## config.mk

```make
export PLATFORM = sky130hd
export DESIGN_NAME = gml_score_unit
export DESIGN_NICKNAME = d
export VERILOG_FILES = /design/src/hw/rtl/gml_pkg.sv /design/src/hw/rtl/gml_score_unit.sv
export SDC_FILE = /design/constraint.sdc
export NUM_CORES = 2
export LEC_CHECK = 0
export ABC_AREA = 1
export BUFFER_PORTS_ARGS = -buffer_cell sky130_fd_sc_hd__buf_2
export CORE_AREA = 2 2 358 360
export CTS_CLUSTER_SIZE = 40
export DETAILED_ROUTE_END_ITERATION = 6
export DIE_AREA = 0 0 360 362
export SLEW_MARGIN = 20
export SYNTH_ARGS = -nofsm -noshare
export SYNTH_HDL_FRONTEND = slang
export SYNTH_SLANG_ARGS = --single-unit
export TNS_END_PERCENT = 10
```

## constraint.sdc

```tcl
create_clock -name clk -period 21.9 [get_ports clk]
set_clock_uncertainty 0.1 [all_clocks]
set_input_delay 1.095 -clock clk [delete_from_list [all_inputs] [get_ports clk]]
set_output_delay 1.095 -clock clk [all_outputs]
set_load 0.1 [all_outputs]
```

## src/hw/rtl/gml_pkg.sv

```systemverilog
// gml_pkg: shared types and constants of the gaussian ml pixel classifier
// used by gml_score_unit and gaussian_ml_pixel_classifier; no dependencies

package gml_pkg;

  localparam int COEF_W = 4;

  // coefficient slots within one class row of the table
  localparam logic [COEF_W-1:0] COEF_MEAN_FIRST = 4'd0;
  localparam logic [COEF_W-1:0] COEF_MEAN_LAST  = 4'd2;
  localparam logic [COEF_W-1:0] COEF_CINV_FIRST = 4'd3;
  localparam logic [COEF_W-1:0] COEF_CINV_LAST  = 4'd11;
  localparam logic [COEF_W-1:0] COEF_LOGDET     = 4'd12;

  localparam logic OP_LOAD     = 1'b0;
  localparam logic OP_CLASSIFY = 1'b1;

  localparam logic signed [63:0] SCORE_MAX = {1'b0, {63{1'b1}}};
  localparam logic signed [63:0] SCORE_MIN = {1'b1, {63{1'b0}}};

  typedef struct packed {
    logic       load_v;
    logic [1:0] v_sel;
    logic       init_acc;
    logic       mul_vv;
    logic       mul_coef;
    logic       acc_step;
    logic [1:0] row;
    logic [1:0] col;
  } score_ctrl_t;

  // row of the inverse covariance element held in a coefficient slot
  function automatic logic [1:0] term_row(input logic [COEF_W-1:0] coef);
    logic [1:0] r;
    case (coef) inside
      [4'd3:4'd5]: r = 2'd0;
      [4'd6:4'd8]: r = 2'd1;
      default:     r = 2'd2;
    endcase
    return r;
  endfunction

  // column of the inverse covariance element held in a coefficient slot
  function automatic logic [1:0] term_col(input logic [COEF_W-1:0] coef);
    logic [1:0] c;
    case (coef) inside
      4'd3, 4'd6, 4'd9:  c = 2'd0;
      4'd4, 4'd7, 4'd10: c = 2'd1;
      default:           c = 2'd2;
    endcase
    return c;
  endfunction

endpackage

```

## src/hw/rtl/gml_score_unit.sv

```systemverilog
// gml_score_unit: per-class score datapath around one shared 32x32 multiplier
// depends on gml_pkg

module gml_score_unit
  import gml_pkg::*;
(
  input  logic                clk,
  input  score_ctrl_t         ctrl,
  input  logic [7:0]          red,
  input  logic [7:0]          green,
  input  logic [7:0]          blue,
  input  logic [31:0]         coef_data,
  output logic signed [63:0]  score
);

  logic signed [16:0] v [3];
  logic [7:0]         chan;
  logic signed [16:0] v_new;
  logic signed [16:0] vi;
  logic signed [16:0] vj;
  logic [16:0]        mag_i;
  logic [16:0]        mag_j;
  logic [31:0]        coef_mag;
  logic [31:0]        mul_a;
  logic [31:0]        mul_b;
  logic [63:0]        prod;
  logic               neg;
  logic signed [63:0] term;
  logic signed [63:0] diff;
  logic               ovf;
  logic signed [63:0] logdet_ext;

  always_comb begin
    case (ctrl.v_sel)
      2'd0:    chan = red;
      2'd1:    chan = green;
      default: chan = blue;
    endcase
  end

  assign v_new = $signed({1'b0, chan, 8'h00}) - $signed({1'b0, coef_data[15:0]});

  assign vi    = v[ctrl.row];
  assign vj    = v[ctrl.col];
  assign mag_i = vi[16] ? 17'(-vi) : 17'(vi);
  assign mag_j = vj[16] ? 17'(-vj) : 17'(vj);
  assign coef_mag = coef_data[31] ? 32'(-coef_data) : coef_data;

  always_comb begin
    if (ctrl.mul_vv) begin
      mul_a = {16'h0000, mag_i[15:0]};
      mul_b = {16'h0000, mag_j[15:0]};
    end else begin
      mul_a = prod[31:0];
      mul_b = coef_mag;
    end
  end

  always_ff @(posedge clk) begin
    if (ctrl.load_v) begin
      v[ctrl.v_sel] <= v_new;
    end
  end

  // |v_i*v_j| < 2^32 and |cinv| <= 2^31, so the term magnitude stays below 2^63
  always_ff @(posedge clk) begin
    if (ctrl.mul_vv || ctrl.mul_coef) begin
      prod <= mul_a * mul_b;
    end
    if (ctrl.mul_vv) begin
      neg <= vi[16] ^ vj[16];
    end else if (ctrl.mul_coef) begin
      neg <= neg ^ coef_data[31];
    end
  end

  assign term       = neg ? -$signed(prod) : $signed(prod);
  assign diff       = score - term;
  assign ovf        = (score[63] != term[63]) && (diff[63] != score[63]);
  assign logdet_ext = {{16{coef_data[31]}}, coef_data, 16'h0000};

  always_ff @(posedge clk) begin
    if (ctrl.init_acc) begin
      score <= -logdet_ext;
    end else if (ctrl.acc_step) begin
      score <= ovf ? (score[63] ? SCORE_MIN : SCORE_MAX) : diff;
    end
  end

endmodule

```

==> results.toml <==
[timing]
timing_worst_slew_pin_value_ps = 1190
number_of_pins_with_negative_max_slew_slack_in_the_final_report = 0
post-route-min-period_ps = 11370
worst_slew_margin_rel = 0.2021
final-setup-viol-count = 0
share_of_the_cycle_needed_by_the_critical_path_after_routing = 0.5192
grt_setup_unrepaired = "false"
totalNegativeSetupSlack_ps = 0
max_clock_freq_ghz = 0.08795
hold_viol_final = 0

[clock_network]
ctsLongestPathBuffers = 2
cts-buffers-inserted = 17
clock_insertion_delay_worst_skew_ps = 540
cts_root_buf = "clkbuf_16"
tritoncts_num_sinks = 180
hold_buffers = 0
cts.reportedPaths.clkPinSlew_ps = 90
tritoncts = "done"
cts_resized = 0
clock_tree.htree_level_count = 4
postCtsSetupBuffers = 0

[route]
routedWlPerCell_um = 24.21
detail_route.iter0.violations = 5388
met2_wirelength_um = 97580
dr_total_vias = 48440
drt-pass1-iter-count = 7
wl_met3_um = 20150
route.final.wire_length_um = 215200
wl_met1_um = 86010
remaining_antenna_violation_count = 0
top_layer = "met4"
drc = 1
avgViaCountPerCell = 5.450

[hold_path]
hold_path_class = "reg -> reg"
worst_hold_startpoint = "score[0]$_SDFFCE_PP0P_"
hold_end = "score[0]$_SDFFCE_PP0P_"
timing.hold.worst_path_depth = 3

[logic_synthesis]
synth_edf_count = 180
avgSynthCellArea_um2 = 7.296
synth_async_sr_flop_share = 0
synth_cells = 7215
yosys_register_bits = 180
yosys_most_used_dff = "edfxtp_1"
ys_seq_area_frac = 0.1027
post_synth_num_cell_types = 55
synthesis.yosys.warnings = 0
postSynthNetCount = 8519
total_standard_cell_area_after_synthesis_um2 = 52640

[worst_setup_path]
path_class = "in -> reg"
timing.critical_path.slowest_stage_cell = "nor2_1"
critical-path-max-stage-delay_ps = 860
path_max_fanout = 22
r2r-end = "prod[51]$_DFFE_PP_"
worst_ep_required_time_ps = 22090
worstPathArrival_ps = 11560
source_of_the_worst_register_to_register_timing_path = "v[0][0]$_DFFE_PP_"
setup.worst_path.start_class = "input port"
worst-r2r-setup-slack_ps = 12210
path_common_cell = "fa_1"
timing.reg2reg.worst_path_depth = 36
endpoint_kind = "flop"

[die]
fp.dieW_um = 360
design.core.area_um2 = 126700
die_h_um = 362
floorplan.rows = 131
floorplan.initialDensity = 0.4155
floorplan.io_pins = 132
fp.dieArea_um2 = 130300

[run]
maxcap_viol_count = 0

[status]
failed_checks = "DRC"
status = "complete, but fails checks"

[global_routing]
grt_overflow = 0
gr-usage-all-layers = 0.3341
number_of_antenna_violations_at_the_first_check_in_global_routing = 5
first_global_vias = 49340
grt_max_degree = 92
grt_first_pass_wirelength_um = 320400

[layout]
post_route_cells_drive_above_1_share = 0.05785
final_net_count = 8517
syn_to_final_growth_pct = 5.360
fillCellCount = 13180

[placed_design]
placer_congestion_estimate = 1.031
hpwl_um = 178700
port_buffers = 131
layout make-up:
class / count / area, um^2 / area share
clock buffers: 18 / 429.2 / 0.007738
multi-input cells: 5006 / 39360 / 0.7097
clock inverters: 14 / 153.9 / 0.002775
repair buffers: 216 / 1294 / 0.02333
inverters: 1792 / 6739 / 0.1215
diodes: 1 / 2.502 / 0.00004512
flip-flops and latches: 180 / 5405 / 0.09746
well taps: 1662 / 2079 / 0.03749
registers in the layout, summed over array words and instances (netlist names):
register and count:
v 51, neg 1, score 64, prod 64
layout by cell type (no fill, tap or decap), drive strengths merged:
cell	n
o31ai	4
inv	1791
edfxtp	180
o22ai	8
a21o	7
o21ai	188
o21bai	12
or2	17
nor3	46
o2111ai	1
a31oi	16
a21boi	4
a211oi	2
nand3b	11
clkinv	14
a21oi	197
xor2	132
nand3	434
buf	216
xnor2	36
clkinvlp	1
mux2i	1
and2	2
o211ai	14
ha	339
nor4	11
and3	6
nand2	1740
nor3b	2
fa	897
o21a	8
nand4	84
nor2	786
o311ai	1
diode	1
clkbuf	18
through the flow:
step                        util  setup slack, ps  area (um^2)  instances  hold slack (ps)
after floorplan                -            13050        52640       7215            599.9
after global placement    0.4331            10330        54870       8856            669.7
after detailed placement  0.4331            10370        54880       8856            692.8
after CTS                 0.4377            10890        55460       8888            702.1
after global routing      0.4377            10300        55460       8888            760.7
final                     0.4377            10530        55460       8889            698.1
layer usage:
layer,vias to the layer above,track usage
li1,21460,-
met1,23990,0.4342
met2,2518,0.5398
met3,469,0.06292
met4,0,0.1538
met5,-,0
Yosys cell counts, types with 3 or more instances:
library cell / n / area [um^2]
o22ai_1: 8 / 50.05
nand3_2: 6 / 60.06
o21a_1: 8 / 60.06
nor2_4: 3 / 33.78
buf_4: 21 / 157.7
nand2_2: 22 / 137.6
o211ai_1: 14 / 105.1
clkinv_1: 11 / 41.29
nand3b_1: 11 / 82.58
a21boi_0: 4 / 30.03
clkbuf_1: 90 / 337.8
or2_2: 12 / 75.07
nor2_2: 35 / 219.0
or2_1: 3 / 18.77
nand2_1: 1716 / 6441
nor4_1: 11 / 68.82
edfxtp_1: 180 / 5405
buf_1: 13 / 48.80
ha_1: 339 / 4242
xnor2_1: 36 / 315.3
fa_1: 897 / 17960
nor3_1: 44 / 220.2
o21bai_1: 11 / 82.58
xor2_1: 132 / 1156
and3_1: 6 / 37.54
a31oi_1: 16 / 100.1
o21ai_1: 47 / 235.2
o31ai_1: 3 / 22.52
nand4_1: 83 / 519.3
inv_4: 4 / 25.02
nand3_1: 427 / 2137
o21ai_0: 115 / 575.6
inv_1: 1741 / 6535
nor2_1: 748 / 2808
inv_2: 36 / 135.1
a21oi_1: 195 / 975.9
o21ai_2: 24 / 210.2
buf_6: 18 / 202.7
a21o_1: 7 / 52.55
buf_2: 95 / 475.5
logic make-up after synthesis:
kind of cell               count (synthesis)  share of synthesized area
and+or+nand+nor                         3139                     0.2466
AOI/OAI and AO/OA                        462                    0.04968
DFF                                      180                     0.1027
buffers and inverters                   2029                     0.1512
adders and majority gates               1236                     0.4217
muxes                                      1                  0.0001902
xor gates and xnor gates                 168                    0.02795
worst max-delay path: cells and delay by family:
family,cells,cell delay (ps)
AOI/OAI and AO/OA,5,1440
buffers and inverters,7,1790
adders and majority gates,10,4570
xor gates and xnor gates,1,180
and+or+nand+nor,10,2430
how the worst max path moves through the flow:
stage	startpoint	endpoint
floorplan	coef_data[0]	prod[52]$_DFFE_PP_
global placement	coef_data[0]	prod[52]$_DFFE_PP_
detailed placement	coef_data[0]	prod[45]$_DFFE_PP_
CTS	coef_data[0]	prod[60]$_DFFE_PP_
global route	coef_data[0]	prod[60]$_DFFE_PP_
finish	coef_data[0]	prod[45]$_DFFE_PP_
Power is left out: the tool's default activity adds up to more than one toggle a clock period on the data nets, which glitch-free logic cannot reach.
